**src/sv/ucfr_pkg.sv**
```systemverilog
package ucfr_pkg;

    // Reset values of the frame delimiters
    localparam logic [7:0] START_BYTE_DEFAULT = 8'hAA;
    localparam logic [7:0] END_BYTE_DEFAULT   = 8'h55;

    // Command and argument codes
    localparam logic [7:0] CMD_LED  = 8'h01;
    localparam logic [7:0] ARG_LED0 = 8'h01;
    localparam logic [7:0] ARG_LED1 = 8'h02;
    localparam logic [7:0] LED_ON   = 8'h01;

    // Configuration register indexes
    localparam logic CFG_START_BYTE = 1'b0;
    localparam logic CFG_END_BYTE   = 1'b1;

    typedef enum logic [2:0] {
        PH_HUNT,
        PH_LEN,
        PH_CMD,
        PH_DATA,
        PH_CHK,
        PH_END
    } ucfr_phase_t;

    typedef struct packed {
        logic led_zero;
        logic led_one;
        logic frame_accepted;
        logic frame_dropped;
    } ucfr_result_t;

endpackage

```
**src/sv/ucfr_if.sv**
```systemverilog
interface ucfr_byte_if;
    logic       valid;
    logic       ready;
    logic [7:0] rx_byte;

    modport source (output valid, output rx_byte, input ready);
    modport sink (input valid, input rx_byte, output ready);
endinterface

interface ucfr_result_if;
    logic valid;
    logic ready;
    logic led_zero;
    logic led_one;
    logic frame_accepted;
    logic frame_dropped;

    modport source (
        output valid, output led_zero, output led_one,
        output frame_accepted, output frame_dropped, input ready
    );
    modport sink (
        input valid, input led_zero, input led_one,
        input frame_accepted, input frame_dropped, output ready
    );
endinterface

```
**src/sv/ucfr_parser.sv**
```systemverilog
module ucfr_parser #(
    parameter int MAX_FRAME = 32
) (
    input  logic                  clk,
    input  logic                  rst_n,
    input  logic                  advance,
    input  logic [7:0]            rx_byte,
    input  logic [7:0]            start_byte,
    input  logic [7:0]            end_byte,
    output ucfr_pkg::ucfr_result_t result
);
    import ucfr_pkg::*;

    localparam int LEN_W = $clog2(MAX_FRAME);

    ucfr_phase_t      phase_reg, phase_next;
    logic [LEN_W-1:0] count_reg, count_next;
    logic [LEN_W-1:0] length_reg, length_next;
    logic [7:0]       xor_reg, xor_next;
    logic [7:0]       cmd_reg, cmd_next;
    logic [7:0]       arg1_reg, arg1_next;
    logic [7:0]       arg2_reg, arg2_next;
    logic [1:0]       led_reg, led_next;
    logic             accepted;
    logic             dropped;

    always_ff @(posedge clk or negedge rst_n)
    begin
        if (!rst_n)
        begin
            phase_reg  <= PH_HUNT;
            count_reg  <= '0;
            length_reg <= '0;
            xor_reg    <= '0;
            cmd_reg    <= '0;
            arg1_reg   <= '0;
            arg2_reg   <= '0;
            led_reg    <= '0;
        end
        else if (advance)
        begin
            phase_reg  <= phase_next;
            count_reg  <= count_next;
            length_reg <= length_next;
            xor_reg    <= xor_next;
            cmd_reg    <= cmd_next;
            arg1_reg   <= arg1_next;
            arg2_reg   <= arg2_next;
            led_reg    <= led_next;
        end
    end

    always_comb
    begin
        phase_next  = phase_reg;
        count_next  = count_reg;
        length_next = length_reg;
        xor_next    = xor_reg;
        cmd_next    = cmd_reg;
        arg1_next   = arg1_reg;
        arg2_next   = arg2_reg;
        led_next    = led_reg;
        accepted    = 1'b0;
        dropped     = 1'b0;

        unique case (phase_reg)
            PH_HUNT:
            begin
                if (rx_byte == start_byte)
                begin
                    phase_next = PH_LEN;
                    count_next = '0;
                    xor_next   = '0;
                end
            end
            PH_LEN:
            begin
                if ({1'b0, rx_byte} >= 9'(MAX_FRAME))
                begin
                    phase_next = PH_HUNT;
                    dropped    = 1'b1;
                end
                else
                begin
                    length_next = rx_byte[LEN_W-1:0];
                    phase_next  = PH_CMD;
                end
            end
            PH_CMD:
            begin
                cmd_next   = rx_byte;
                count_next = LEN_W'(1);
                phase_next = PH_DATA;
            end
            PH_DATA:
            begin
                if (count_reg == LEN_W'(1))
                    arg1_next = rx_byte;
                else if (count_reg == LEN_W'(2))
                    arg2_next = rx_byte;
                count_next = count_reg + LEN_W'(1);
                xor_next   = xor_reg ^ rx_byte;
                // always take at least one data byte, then stop at the length
                if (count_next >= length_reg)
                    phase_next = PH_CHK;
            end
            PH_CHK:
            begin
                if (rx_byte == xor_reg)
                    phase_next = PH_END;
                else
                begin
                    phase_next = PH_HUNT;
                    dropped    = 1'b1;
                end
            end
            PH_END:
            begin
                // ignore stray bytes until the end byte
                if (rx_byte == end_byte)
                begin
                    phase_next = PH_HUNT;
                    accepted   = 1'b1;
                    if (cmd_reg == CMD_LED)
                    begin
                        if (arg1_reg == ARG_LED0)
                            led_next[0] = (arg2_reg == LED_ON);
                        else if (arg1_reg == ARG_LED1)
                            led_next[1] = (arg2_reg == LED_ON);
                    end
                end
            end
            default:
            begin
                phase_next = PH_HUNT;
            end
        endcase
    end

    assign result.led_zero       = led_next[0];
    assign result.led_one        = led_next[1];
    assign result.frame_accepted = accepted;
    assign result.frame_dropped  = dropped;

endmodule

```
**src/sv/uart_command_frame_receiver.sv**
```systemverilog
// Command frame receiver for a byte-serial link.
// rx_ch carries one received byte per transaction; res_ch returns exactly one
// result per byte: the LED drive after that byte and pulses for a frame that
// closed with a good check or was dropped (length too large, bad check).
// Frame: start byte, length, command, data bytes, XOR check byte, end byte.
// Start and end bytes are set through the write port (cfg_we, cfg_index,
// cfg_wdata) and should only change while no byte is in flight.
// A result passes through the input register, then the parse and result
// register, before res_ch can take it. Throughput: one byte per cycle while
// res_ch does not stall; the parser is a single state update between those
// registers.
// If res_ch stalls, the result register holds and the input register still
// takes one more byte; rx_ch.ready drops once both are full and returns
// in the cycle the result is taken.
// Reset clears the parser to hunting for the start byte, turns both LEDs
// off, empties both registers and restores start 0xAA and end 0x55.
module uart_command_frame_receiver #(
    parameter int MAX_FRAME = 32
) (
    input  logic              clk,
    input  logic              rst_n,
    input  logic              cfg_we,
    input  logic              cfg_index,
    input  logic [7:0]        cfg_wdata,
    ucfr_byte_if.sink         rx_ch,
    ucfr_result_if.source     res_ch
);
    import ucfr_pkg::*;

    logic         s1_valid_reg, s1_valid_next;
    logic [7:0]   s1_byte_reg;
    logic         out_valid_reg, out_valid_next;
    ucfr_result_t out_result_reg;
    ucfr_result_t parse_result;
    logic [7:0]   start_byte_reg;
    logic [7:0]   end_byte_reg;
    logic         out_free;
    logic         s2_fire;
    logic         rx_fire;

    assign out_free    = !out_valid_reg || res_ch.ready;
    assign s2_fire     = s1_valid_reg && out_free;
    assign rx_ch.ready = !s1_valid_reg || out_free;
    assign rx_fire     = rx_ch.valid && rx_ch.ready;

    always_comb
    begin
        s1_valid_next = s1_valid_reg;
        if (rx_fire)
            s1_valid_next = 1'b1;
        else if (s2_fire)
            s1_valid_next = 1'b0;

        out_valid_next = out_valid_reg;
        if (s2_fire)
            out_valid_next = 1'b1;
        else if (res_ch.ready)
            out_valid_next = 1'b0;
    end

    always_ff @(posedge clk or negedge rst_n)
    begin
        if (!rst_n)
        begin
            s1_valid_reg   <= 1'b0;
            out_valid_reg  <= 1'b0;
            start_byte_reg <= START_BYTE_DEFAULT;
            end_byte_reg   <= END_BYTE_DEFAULT;
        end
        else
        begin
            s1_valid_reg  <= s1_valid_next;
            out_valid_reg <= out_valid_next;
            if (cfg_we)
            begin
                unique case (cfg_index)
                    CFG_START_BYTE: start_byte_reg <= cfg_wdata;
                    CFG_END_BYTE:   end_byte_reg   <= cfg_wdata;
                    default:        start_byte_reg <= start_byte_reg;
                endcase
            end
        end
    end

    always_ff @(posedge clk)
    begin
        if (rx_fire)
            s1_byte_reg <= rx_ch.rx_byte;
        if (s2_fire)
            out_result_reg <= parse_result;
    end

    ucfr_parser #(
        .MAX_FRAME (MAX_FRAME)
    ) u_parser (
        .clk        (clk),
        .rst_n      (rst_n),
        .advance    (s2_fire),
        .rx_byte    (s1_byte_reg),
        .start_byte (start_byte_reg),
        .end_byte   (end_byte_reg),
        .result     (parse_result)
    );

    assign res_ch.valid          = out_valid_reg;
    assign res_ch.led_zero       = out_result_reg.led_zero;
    assign res_ch.led_one        = out_result_reg.led_one;
    assign res_ch.frame_accepted = out_result_reg.frame_accepted;
    assign res_ch.frame_dropped  = out_result_reg.frame_dropped;

endmodule

```
**src/flat_wrapper.sv**
```systemverilog
// flat-port wrapper written by rule: the top's interface ports become plain ports
module uart_command_frame_receiver_flat import ucfr_pkg::*;
#(
    parameter int MAX_FRAME = 32
)
  (clk, rst_n, cfg_we, cfg_index, cfg_wdata, rx_ch_valid, rx_ch_rx_byte, rx_ch_ready, res_ch_valid, res_ch_led_zero, res_ch_led_one, res_ch_frame_accepted, res_ch_frame_dropped, res_ch_ready);
  ucfr_byte_if rx_ch_i ();
  ucfr_result_if res_ch_i ();
  input  logic clk;
  input  logic rst_n;
  input  logic cfg_we;
  input  logic cfg_index;
  input  logic [7:0] cfg_wdata;
  input wire logic [$bits(rx_ch_i.valid)-1:0] rx_ch_valid;
  input wire logic [$bits(rx_ch_i.rx_byte)-1:0] rx_ch_rx_byte;
  output wire logic [$bits(rx_ch_i.ready)-1:0] rx_ch_ready;
  output wire logic [$bits(res_ch_i.valid)-1:0] res_ch_valid;
  output wire logic [$bits(res_ch_i.led_zero)-1:0] res_ch_led_zero;
  output wire logic [$bits(res_ch_i.led_one)-1:0] res_ch_led_one;
  output wire logic [$bits(res_ch_i.frame_accepted)-1:0] res_ch_frame_accepted;
  output wire logic [$bits(res_ch_i.frame_dropped)-1:0] res_ch_frame_dropped;
  input wire logic [$bits(res_ch_i.ready)-1:0] res_ch_ready;
  assign rx_ch_i.valid = rx_ch_valid;
  assign rx_ch_i.rx_byte = rx_ch_rx_byte;
  assign rx_ch_ready = rx_ch_i.ready;
  assign res_ch_valid = res_ch_i.valid;
  assign res_ch_led_zero = res_ch_i.led_zero;
  assign res_ch_led_one = res_ch_i.led_one;
  assign res_ch_frame_accepted = res_ch_i.frame_accepted;
  assign res_ch_frame_dropped = res_ch_i.frame_dropped;
  assign res_ch_i.ready = res_ch_ready;
  uart_command_frame_receiver #(.MAX_FRAME(MAX_FRAME)) u_core (.clk(clk), .rst_n(rst_n), .cfg_we(cfg_we), .cfg_index(cfg_index), .cfg_wdata(cfg_wdata), .rx_ch(rx_ch_i), .res_ch(res_ch_i));
endmodule
```
**config.mk**
```make
export PLATFORM = sky130hd
export DESIGN_NAME = uart_command_frame_receiver_flat
export DESIGN_NICKNAME = d
export VERILOG_FILES = /design/src/sv/ucfr_pkg.sv /design/src/sv/ucfr_if.sv /design/src/sv/ucfr_parser.sv /design/src/sv/uart_command_frame_receiver.sv /design/src/flat_wrapper.sv
export SDC_FILE = /design/constraint.sdc
export NUM_CORES = 1
export LEC_CHECK = 0
export BUFFER_PORTS_ARGS = -buffer_cell sky130_fd_sc_hd__buf_2
export CAP_MARGIN = 20
export CORE_MARGIN = 2
export CORE_UTILIZATION = 55
export DETAILED_ROUTE_END_ITERATION = 8
export PLACE_DENSITY = 0.72
export SLEW_MARGIN = 20
export SYNTH_ARGS = -nofsm -noshare
export SYNTH_HDL_FRONTEND = slang
export SYNTH_HIERARCHICAL = 1
export SYNTH_SLANG_ARGS = --single-unit
export TNS_END_PERCENT = 20
```
**constraint.sdc**
```tcl
create_clock -name clk -period 3 [get_ports clk]
set_input_delay 0.3 -clock clk [delete_from_list [all_inputs] [get_ports clk]]
set_output_delay 0.3 -clock clk [all_outputs]
set_load 0.05 [all_outputs]
```
==> results of run 1 <==
[path summary, 6_finish.rpt]
path,from,endpoint,slack (ps),cells past startpoint
worst max-delay path,u_core/u_parser/count_reg[0],u_core/u_parser/phase_reg[1],630,8
worst min-delay path,rx_ch_rx_byte[5],u_core/s1_byte_reg[5],120,1
worst max register to register,u_core/u_parser/count_reg[0],u_core/u_parser/phase_reg[1],630,8
worst min register to register,u_core/s1_valid_reg,u_core/res_ch.valid,490,1
max in group asynchronous,rst_n,u_core/end_byte_reg[6],1720,3
min in group asynchronous,rst_n,u_core/u_parser/arg2_reg[3],480,2
[routing by layer]
layer  global-route usage, %  part of all wire, %  vias to the layer above
li1                        -                    -                     1147
met1                    27.3                   44                     1183
met2                    36.2                   50                       51
met3                    5.47                  4.3                        8
met4                    8.67                  1.3                        0
met5                       0                    0                        -
[layout make-up]
type,instances,area [um^2],area share [%]
Inverter,13,48.8,1.14
Clock buffer,10,128,2.99
Timing Repair Buffer,39,228,5.34
Clock inverter,6,85.1,1.99
Sequential cell,77,2000,46.8
Tap cell,96,120,2.82
Multi-Input combinational cell,200,1660,38.9
[critical path: cells and delay by family (launching register included)]
kind                     cells  cell delay, ps
multiplexers                 1             360
buffers and inverters        1              30
flip-flops                   1             450
AND/OR/NAND/NOR              2             370
XOR/XNOR                     1             190
AO/OA/AOI/OAI                1             310
adder cells (fa/ha/maj)      2             550
[power breakdown]
| part | switching, mW | leakage, nW | internal [mW] |
|---|---|---|---|
| logic | 0.422 | 0.866 | 0.416 |
| registers | 0.221 | 0.947 | 1.32 |
| clock network | 0.385 | 0.106 | 0.469 |
[cells by family (layout without fill, tap and decap cells)]
| family | Yosys count | in the layout | share of synthesized area [%] |
|---|---|---|---|
| mux | 52 | 52 | 16.0 |
| fa+ha+maj | 8 | 8 | 2.61 |
| flops | 77 | 77 | 52.0 |
| simple gates | 79 | 79 | 12.5 |
| compound gates | 34 | 34 | 5.60 |
| buf+inv | 32 | 68 | 4.79 |
| xor+xnor | 27 | 27 | 6.55 |
[per-stage QoR]
step | setup WS, ps | cell area (um^2) | util (%) | cells | power [mW]
2_1_floorplan | 831 | 3840 | - | 309 | 2.20
3_3_place_gp | 751 | 4040 | 59.5 | 424 | 2.36
3_5_place_dp | 665 | 4040 | 59.5 | 424 | 2.40
4_1_cts | 639 | 4270 | 62.8 | 441 | 3.25
5_1_grt | 463 | 4270 | 62.8 | 441 | 3.41
6_report | 630 | 4270 | 62.8 | 441 | 3.24
[cells in the final DEF (no fill, tap or decap), types with 3 or more instances in the layout]
| cell | instances |
|---|---|
| nor2_1 | 17 |
| nand4_1 | 8 |
| buf_4 | 11 |
| o21ai_1 | 13 |
| nand2_1 | 4 |
| ha_1 | 8 |
| xnor2_1 | 24 |
| inv_1 | 12 |
| dfstp_2 | 8 |
| nand3_1 | 16 |
| buf_2 | 27 |
| dfrtp_1 | 57 |
| a21oi_1 | 3 |
| edfxtp_1 | 12 |
| mux2_1 | 21 |
| o21ai_0 | 5 |
| clkbuf_8 | 9 |
| nor4_1 | 3 |
| mux2_4 | 8 |
| nand2b_1 | 6 |
| nand2_2 | 3 |
| mux2_2 | 21 |
| nor2b_1 | 3 |
==> reports/summary.txt, run 1 <==
maxcap violations: 0
die height: 87.6 um
hold_ws: 116 ps
Layout area overhead: 11.1%
TritonCTS clock tree: done
Critical Path AT: 2610 ps
Most used DFF post-synth: dfrtp_1
CP most frequent cell: ha_1
Clk Latency, worst-skew pair: 350 ps
clk sink count: 77
most frequent cell after synthesis: dfrtp_1
Slew Viols, Final: 0
status: finished clean
most area-consuming cells after synthesis: dfrtp_1 37%, edfxtp_1 9.4%, mux2_1 6.2%, mux2_2 6.2%, dfstp_2 5.5%
initial antenna violation count: 0
IR drop worst, VDD: 0.431 mV
row count: 30
Post-CTS Setup Inserts: 0
slowest CP cell: dfrtp_1
htree depth: 3
critical path cell sequence: ha_1, nand3_1, xnor2_1, ha_1, inv_1, o311ai_1, nand4_1, mux2_1
DIE AREA: 7670 um^2
final setup vio count: 0
Rel. slew slack: 60.9%
Worst-path clk slew: 80 ps
initial core utilization: 56.5%
CTS Buf Count: 9
warnings from Yosys: 6
Worst path max stage delay: 450 ps
I/O pin count: 28
CP Launch Type: flop
ant diodes: 0
WS Path Type: flop to flop
worst-margin pin slew: 586 ps
Final Cycle Share: 79.0%
synthesis-stage register bit count: 77
Routability Congestion: 0.841
min Tclk post-route: 2370 ps
Core ar.: 6790 um^2
GRT Total Usage: 21.7%
Post-synth ARST share: 84.4%
Die Wd: 87.6 um
sequential fraction of the synthesis area: 52.0%
top-area cell type share of the netlist area: 37.1%
vias per cell: 5.42
Critical Path RT: 3240 ps
# DRC: 0
root buf cell: clkbuf_8
first-pass GRT wire length: 12200 um
Commonest cells post-synth: 57 x dfrtp_1, 24 x xnor2_1, 21 x mux2_1, 21 x mux2_2, 17 x nor2_1
synthesized instance count: 309
Post-synth EDFFs: 12
DR vias: 2389
DP HPWL: 5340 um
Power Density: 759 nW/um^2
drt initial violations: 127
wire per inst: 16.8 um
final hold violation count: 0
fillers: 534
total grt overflow: 0
largest net degree at the start of global routing: 27
min-delay worst type: input pin to flop
Clock Path Buffers: 2
PortBufs: 27
Leak: 1.92 nW
number of global-route vias before repair: 2428
layout cells sized above 1: 29.3%
drt first pass iters: 4
PostCTS Resize Cnt: 0
setup_tns: 0 ps
Antenna Nets Post-Route: 0
worst-path fanout max: 6
nets: 370
CP endpoint kind: flop
Clock Skew: 7.30 ps
syn_area_per_cell: 12.4 um^2
Post-Syn Nets: 339
Final Routed Wirelength: 7400 um
Unique masters post-synth: 53
post-synth top area cell: dfrtp_1
mapped cell area: 3840 um^2
Hold-fix buffers, CTS: 1
f_max: 422 MHz
unrepaired setup endpoints after global routing: no
(Power assumes the default switching activity.)
==> run 2, diff against run 1 <==
--- a/config.mk
+++ b/config.mk
@@ -5,12 +5,13 @@
 export SDC_FILE = /design/constraint.sdc
 export NUM_CORES = 1
 export LEC_CHECK = 0
+export ABC_AREA = 1
 export BUFFER_PORTS_ARGS = -buffer_cell sky130_fd_sc_hd__buf_2
 export CAP_MARGIN = 20
 export CORE_MARGIN = 2
-export CORE_UTILIZATION = 55
+export CORE_UTILIZATION = 54
 export DETAILED_ROUTE_END_ITERATION = 8
-export PLACE_DENSITY = 0.72
+export PLACE_DENSITY = 0.73
 export SLEW_MARGIN = 20
 export SYNTH_ARGS = -nofsm -noshare
 export SYNTH_HDL_FRONTEND = slang
==> constraint.sdc (replaced) <==
create_clock -name clk -period 2.18 [get_ports clk]
set_input_delay 0.218 -clock clk [delete_from_list [all_inputs] [get_ports clk]]
set_output_delay 0.218 -clock clk [all_outputs]
set_load 0.05 [all_outputs]
==> run 2 against run 1 <==
Clock skew grew 6.8 ps. Register-to-register slack lost 510 ps. Critical path type unchanged. Highest routed layer unchanged. Critical endpoint is now u_core/u_parser/phase_reg[2]. Synthesized cell count grew 50%.
==> reports/summary.txt, run 2 <==
sequential fraction of the synthesis area: 51.5% (-0.50 points)
worst-margin pin slew: 697 ps (+111 ps)
syn_area_per_cell: 8.40 um^2 (-32%)
f_max: 486 MHz (+15%)
final hold violation count: 0 (unchanged)
TritonCTS clock tree: done
RR Startpoint: u_core/u_parser/count_reg[0]
Critical Path RT: 2430 ps (-810 ps)
CP Launch Type: flop
Multi-input gate area: 1580 um^2 (-5.0%)
Routability Congestion: 0.794 (-5.5%)
Core ar.: 6870 um^2 (+1.1%)
initial antenna violation count: 0 (unchanged)
fillers: 600 (+12%)
Comb power frac: 23.6% (-2.3 points)
Final Cycle Share: 94.3% (+15 points)
Antenna Nets Post-Route: 0 (unchanged)
Layout area overhead: 11.7%
die height: 88.8 um (+1.3%)
Internal Power: 2.76 mW (+25%)
drt first pass iters: 5 (+1)
Die Wd: 88.8 um (+1.3%)
min-delay worst type: input pin to flop
warnings from Yosys: 6 (unchanged)
vias per cell: 5.04 (-6.9%)
Clock Skew: 14.1 ps (+6.81 ps)
critical path cell sequence: ha_1, nand2_1, nor2_1, xor2_1, ha_1, nand2_1, inv_1, o21ai_0, nand3_1, nand2_1, inv_1, nand3_1, nand2_1, nand2_1
min Tclk post-route: 2060 ps (-314 ps)
clock network fraction of total power: 29.7% (+3.3 points)
slowest CP cell: dfrtp_2
Post-synth ARST share: 84.4% (unchanged)
mapped cell area: 3880 um^2 (+0.98%)
design area: 4330 um^2 (+1.6%)
Worst Setup EP: u_core/u_parser/phase_reg[2]
DR vias: 3011 (+26%)
number of global-route vias before repair: 2769 (+14%)
initial core utilization: 56.5% (-0.071 points)
final setup vio count: 0 (unchanged)
top-area cell type share of the netlist area: 36.8% (-0.36 points)
Switching Fraction: 33.4% (+1.6 points)
clk sink count: 77 (unchanged)
Leak: 2.16 nW (+13%)
wire per inst: 12.6 um (-25%)
Worst-path clk slew: 90 ps (about the same)
R2R Setup Slk: 120 ps (-510 ps)
Commonest cells post-synth: 154 x nand2_1, 57 x dfrtp_1, 50 x inv_1
Post-Syn Nets: 492 (+45%)
layout cells sized above 1: 16.6% (-13 points)
Critical R2R Capture: u_core/u_parser/phase_reg[2]
Crit. Startpoint: u_core/u_parser/count_reg[0]
CP most frequent cell: nand2_1
Final Total Pwr: 4.14 mW (+28%)
Critical Path AT: 2300 ps (-310 ps)
IR drop worst, VDD: 0.577 mV (+34%)
Clock Path Buffers: 2 (unchanged)
Worst Reg-to-Reg Cells: 14 (+6)
CTS Buf Count: 9 (unchanged)
most frequent cell after synthesis: nand2_1
FF/Latch Area: 2000 um^2 (about the same)
I/O pin count: 28 (unchanged)
Clk Latency, worst-skew pair: 360 ps (about the same)
row count: 30 (unchanged)
most area-consuming cells after synthesis: dfrtp_1 37%, nand2_1 15%, edfxtp_1 9.3%, dfstp_2 5.4%, nand3_1 4.9%
# DRC: 0 (unchanged)
maxcap violations: 0 (unchanged)
root buf cell: clkbuf_8
ant diodes: 0 (unchanged)
DIE AREA: 7880 um^2 (+2.7%)
PortBufs: 27 (unchanged)
first-pass GRT wire length: 12800 um (+4.3%)
Slew Viols, Final: 0 (unchanged)
total grt overflow: 0 (unchanged)
most frequent cells in the layout: 154 x nand2_1, 56 x dfrtp_1, 50 x inv_1
post-synth top area cell: dfrtp_1
unrepaired setup endpoints after global routing: no
Post-synth EDFFs: 12 (unchanged)
most common cell after layout, fill and taps aside: nand2_1
status: finished clean
WS Path Type: flop to flop
Reg power frac: 46.7% (-1.0 points)
htree depth: 3 (unchanged)
Post-DP Area: 4090 um^2 (+1.1%)
synthesized instance count: 462 (+50%)
worst-path fanout max: 6 (unchanged)
Most used DFF post-synth: dfrtp_1
Net Sw Power: 1.38 mW (+35%)
setup_tns: 0 ps (unchanged)
Rel. slew slack: 53.4% (-7.5 points)
synthesis-stage register bit count: 77 (unchanged)
nets: 526 (+42%)
drt initial violations: 164 (+29%)
DP HPWL: 5490 um (+2.9%)
Worst path max stage delay: 450 ps (about the same)
Final Routed Wirelength: 7540 um (+1.8%)
Unique masters post-synth: 30 (-43%)
GRT Total Usage: 21.5% (-0.17 points)
largest net degree at the start of global routing: 29 (+7.4%)
Power Density: 956 nW/um^2 (+26%)
CP endpoint kind: flop
run 2: cell count changes after synthesis, sizes merged, moves of 15 or more:
cell	before	now
nor2	18	33
nand2	7	159
mux2	50	0
o21ai	18	43
inv	13	58
nand3	16	39
run 2: area by class of cell:
type                       count  share of cell area [%]
clock buffer                   9                    2.86
clock inverter                 7                    2.37
sequential                    77                    46.1
timing repair buffer          32                    4.33
multi-input combinational    318                    36.4
inverter                      58                    5.20
tap                           96                    2.77
run 2: power groups by stage:
stage / combinational (mW) / sequential [mW] / clock (mW)
after floorplan: 0.737 / 1.94 / 0
after global placement: 0.942 / 1.94 / 0
after detailed placement: 0.967 / 1.95 / 0
after CTS: 0.978 / 1.93 / 1.25
after global routing: 1.13 / 1.97 / 1.31
final: 0.980 / 1.93 / 1.23
run 2: how the worst min path moves through the flow:
stage / cells after the start / slack [ps] / startpoint / endpoint
2_1_floorplan: 0 / -80 / rst_n / u_core/end_byte_reg[1]
3_3_place_gp: 1 / 270 / rst_n / u_core/u_parser/arg1_reg[5]
3_5_place_dp: 1 / 270 / rst_n / u_core/u_parser/arg1_reg[7]
4_1_cts: 1 / 10 / rx_ch_rx_byte[3] / u_core/s1_byte_reg[3]
5_1_grt: 1 / 20 / rx_ch_rx_byte[2] / u_core/s1_byte_reg[2]
6_report: 1 / 30 / rx_ch_rx_byte[3] / u_core/s1_byte_reg[3]
run 2: what timing repair did:
action                     in CTS  in global routing
resized for setup               0                  1
hold endpoints to repair       18                  0
setup endpoints to repair       0                  3
hold buffers                    1                  0
buffers inserted                0                  1
run 2: kinds of logic (layout without fill, tap and decap cells):
kind of cell             Yosys count  in the layout  share of synthesized area (%)
AND/OR/NAND/NOR                  247            247                           27.4
flip-flops                        77             77                           51.5
buffers and inverters             67            106                           7.87
AO/OA/AOI/OAI                     45             45                           6.58
XOR/XNOR                          18             18                           4.06
adder cells (fa/ha/maj)            8              8                           2.58
run 2: routing by layer:
layer | track usage, % | part of all wire, % | up-vias | wire length, um
met5 | 0 | 0 | - | 0
met3 | 5.41 | 4.6 | 14 | 348
li1 | - | - | 1535 | -
met2 | 34.9 | 47 | 71 | 3530
met1 | 28.1 | 46 | 1391 | 3490
met4 | 7.85 | 2.2 | 0 | 165
run 2: through the flow:
step / hold slack, ps / util [%] / cells / setup WS [ps]
5_1_grt: 15.3 / 63.1 / 597 / 5.31
3_5_place_dp: 271 / 59.5 / 579 / 135
4_1_cts: 13.3 / 63.0 / 596 / 124
3_3_place_gp: 270 / 59.5 / 579 / 193
6_report: 27.4 / 63.1 / 597 / 124
2_1_floorplan: -77.6 / - / 462 / 50.1
run 2: worst max-delay path, delay by kind of cell, from the launching register on:
| kind | cells | cell delay (ps) |
|---|---|---|
| compound gates | 1 | 80 |
| xor+xnor | 1 | 150 |
| fa+ha+maj | 2 | 540 |
| buf+inv | 2 | 170 |
| flops | 1 | 450 |
| simple gates | 8 | 550 |
==> run 3, diff against run 2 <==
--- a/config.mk
+++ b/config.mk
@@ -5,13 +5,13 @@
 export SDC_FILE = /design/constraint.sdc
 export NUM_CORES = 1
 export LEC_CHECK = 0
-export ABC_AREA = 1
+export ABC_AREA = 0
 export BUFFER_PORTS_ARGS = -buffer_cell sky130_fd_sc_hd__buf_2
 export CAP_MARGIN = 20
 export CORE_MARGIN = 2
 export CORE_UTILIZATION = 54
 export DETAILED_ROUTE_END_ITERATION = 8
-export PLACE_DENSITY = 0.73
+export PLACE_DENSITY = 0.74
 export SLEW_MARGIN = 20
 export SYNTH_ARGS = -nofsm -noshare
 export SYNTH_HDL_FRONTEND = slang
==> run 3 against run 2 <==
Setup slack worse by 110 ps. Critical endpoint is now u_core/u_parser/phase_reg[1]. Count of clock-buffer cells in the layout grew 6. Worst hold slack improved by 17 ps. Non-clock buffer count rose by 19. Core utilization increased by 1.4 points. Combinational power rose by 51%. Register-to-register slack got worse by 110 ps. Clock skew shrank 8.9 ps. Sequential power up 8%. Final cell count down 24%.
==> reports/summary.txt, run 3 (synthesis results as in run 1) <==
status: finished clean
Slew Viols, Final: 0 (unchanged)
final setup vio count: 0 (unchanged)
CP endpoint kind: flop
Switching Fraction: 32.3% (-1.1 points)
clock network fraction of total power: 21.9% (-7.8 points)
RR Startpoint: u_core/u_parser/count_reg[0]
worst-margin pin slew: 536 ps (-161 ps)
Final Total Pwr: 4.55 mW (+9.9%)
final hold violation count: 0 (unchanged)
maxcap violations: 0 (unchanged)
vias per cell: 5.52 (+9.4%)
Antenna Nets Post-Route: 0 (unchanged)
Internal Power: 3.08 mW (+12%)
nets: 382 (-27%)
Critical Path RT: 2410 ps (-20 ps)
R2R Setup Slk: 10 ps (-110 ps)
CP Depth: 8 (-6)
min Tclk post-route: 2170 ps (+111 ps)
unrepaired setup endpoints after global routing: yes
f_max: 462 MHz (-5.1%)
htree depth: 3 (unchanged)
DR vias: 2499 (-17%)
die height: 88.3 um (-0.46%)
ant diodes: 0 (unchanged)
root buf cell: clkbuf_8
Cells after DPL: 433 (-25%)
Post-Layout Cell Count: 453 (-24%)
Finished Core Util: 64.5% (+1.4 points)
Final Routed Wirelength: 7600 um (+0.90%)
Crit. Startpoint: u_core/u_parser/count_reg[0]
Final Cycle Share: 99.4% (+5.1 points)
Core ar.: 6830 um^2 (-0.55%)
Clock Skew: 5.25 ps (-8.87 ps)
Comb power frac: 32.4% (+8.8 points)
Worst Setup EP: u_core/u_parser/phase_reg[1]
most frequent cells in the layout: 55 x dfrtp_1, 27 x buf_2, 23 x xnor2_1
total grt overflow: 0 (unchanged)
final setup margin: 13.4 ps (-111 ps)
design area: 4410 um^2 (+1.7%)
drt first pass iters: 4 (-1)
Rel. slew slack: 64.3% (+11 points)
CTS Buf Count: 9 (unchanged)
I/O pin count: 28 (unchanged)
Critical Path AT: 2400 ps (+100 ps)
Clk Latency, worst-skew pair: 350 ps (about the same)
Net Sw Power: 1.47 mW (+6.2%)
Layout area overhead: 14.7%
DIE AREA: 7800 um^2 (-0.92%)
DP HPWL: 5190 um (-5.5%)
initial core utilization: 56.2% (-0.24 points)
TritonCTS clock tree: done
# DRC: 0 (unchanged)
Post-DP Area: 4120 um^2 (+0.86%)
slowest CP cell: dfrtp_2
Clock Path Buffers: 2 (unchanged)
CP Launch Type: flop
Bufs and invs on worst path: 2 (unchanged)
Critical R2R Capture: u_core/u_parser/phase_reg[1]
Worst Reg-to-Reg Cells: 8 (-6)
critical path cell sequence: inv_1, ha_1, inv_2, ha_4, a2111oi_4, o311ai_2, nand4_1, mux2_4
GRT Total Usage: 22.4% (+0.82 points)
Reg power frac: 45.7% (-1.0 points)
DP Worst Slack: -51.2 ps (-186 ps)
layout cells sized above 1: 34.2% (+18 points)
Power Density: 1030 nW/um^2 (+8.1%)
WS Path Type: flop to flop
setup_tns: 0 ps (unchanged)
hold_ws: 44.2 ps (+16.9 ps)
Worst path max stage delay: 420 ps (-30 ps)
initial antenna violation count: 0 (unchanged)
number of global-route vias before repair: 2564 (-7.4%)
most common cell after layout, fill and taps aside: dfrtp_1
PortBufs: 27 (unchanged)
first-pass GRT wire length: 12800 um (+0.16%)
wire per inst: 16.8 um (+33%)
IR drop worst, VDD: 0.560 mV (-2.9%)
Worst-path clk slew: 70 ps (-20 ps)
drt initial violations: 159 (-3.0%)
row count: 30 (unchanged)
Die Wd: 88.3 um (-0.46%)
largest net degree at the start of global routing: 44 (+52%)
clk sink count: 77 (unchanged)
min-delay worst type: input pin to flop
worst-path fanout max: 5 (-1)
kind of cell adding the most delay to the critical path: adder cells
Routability Congestion: 0.869 (+9.4%)
Leak: 1.98 nW (-8.5%)
[run 3: worst min path at each step]
stage | from | to | slack, ps | cells after the start
global placement | rst_n | u_core/u_parser/arg2_reg[3] | 220 | 1
finish | rx_ch_rx_byte[4] | u_core/s1_byte_reg[4] | 40 | 1
floorplan | rst_n | u_core/end_byte_reg[1] | -80 | 0
CTS | rx_ch_rx_byte[5] | u_core/s1_byte_reg[5] | 20 | 1
global route | rx_ch_rx_byte[4] | u_core/s1_byte_reg[4] | 20 | 1
detailed placement | rst_n | u_core/u_parser/arg2_reg[3] | 230 | 1
[run 3: final cells by class]
class	count	area, um^2
fillers	549	2420
flip-flops and latches	77	2000
multi-input cells	200	1720
repair buffers	51	334
clock buffers	15	176
well taps	96	120
inverters	13	48.8
clock inverters	1	5.00
[run 3: routing by layer]
layer  GRT usage, %  vias up  routed length, um
li1               -     1170                  -
met1           28.8     1236               3310
met2           35.3       82               3710
met3           5.69       11                412
met4           11.0        0                172
met5              0        -                  0
[run 3: repair_timing]
item                                   4_1_cts  5_1_grt
buffers inserted                             0        3
gates resized for setup                      5        8
endpoints found under the hold margin       22        0
hold buffers                                 1        0
setup endpoints to repair                    3        3
pin swaps                                    0        4
[run 3: power by group through the flow]
stage / Combinational (mW) / Sequential (mW) / Clock, mW
CTS: 1.38 / 2.08 / 1.02
detailed placement: 1.28 / 2.10 / 0
floorplan: 0.981 / 2.04 / 0
global placement: 1.24 / 2.08 / 0
finish: 1.48 / 2.08 / 0.995
global route: 1.62 / 2.13 / 1.08
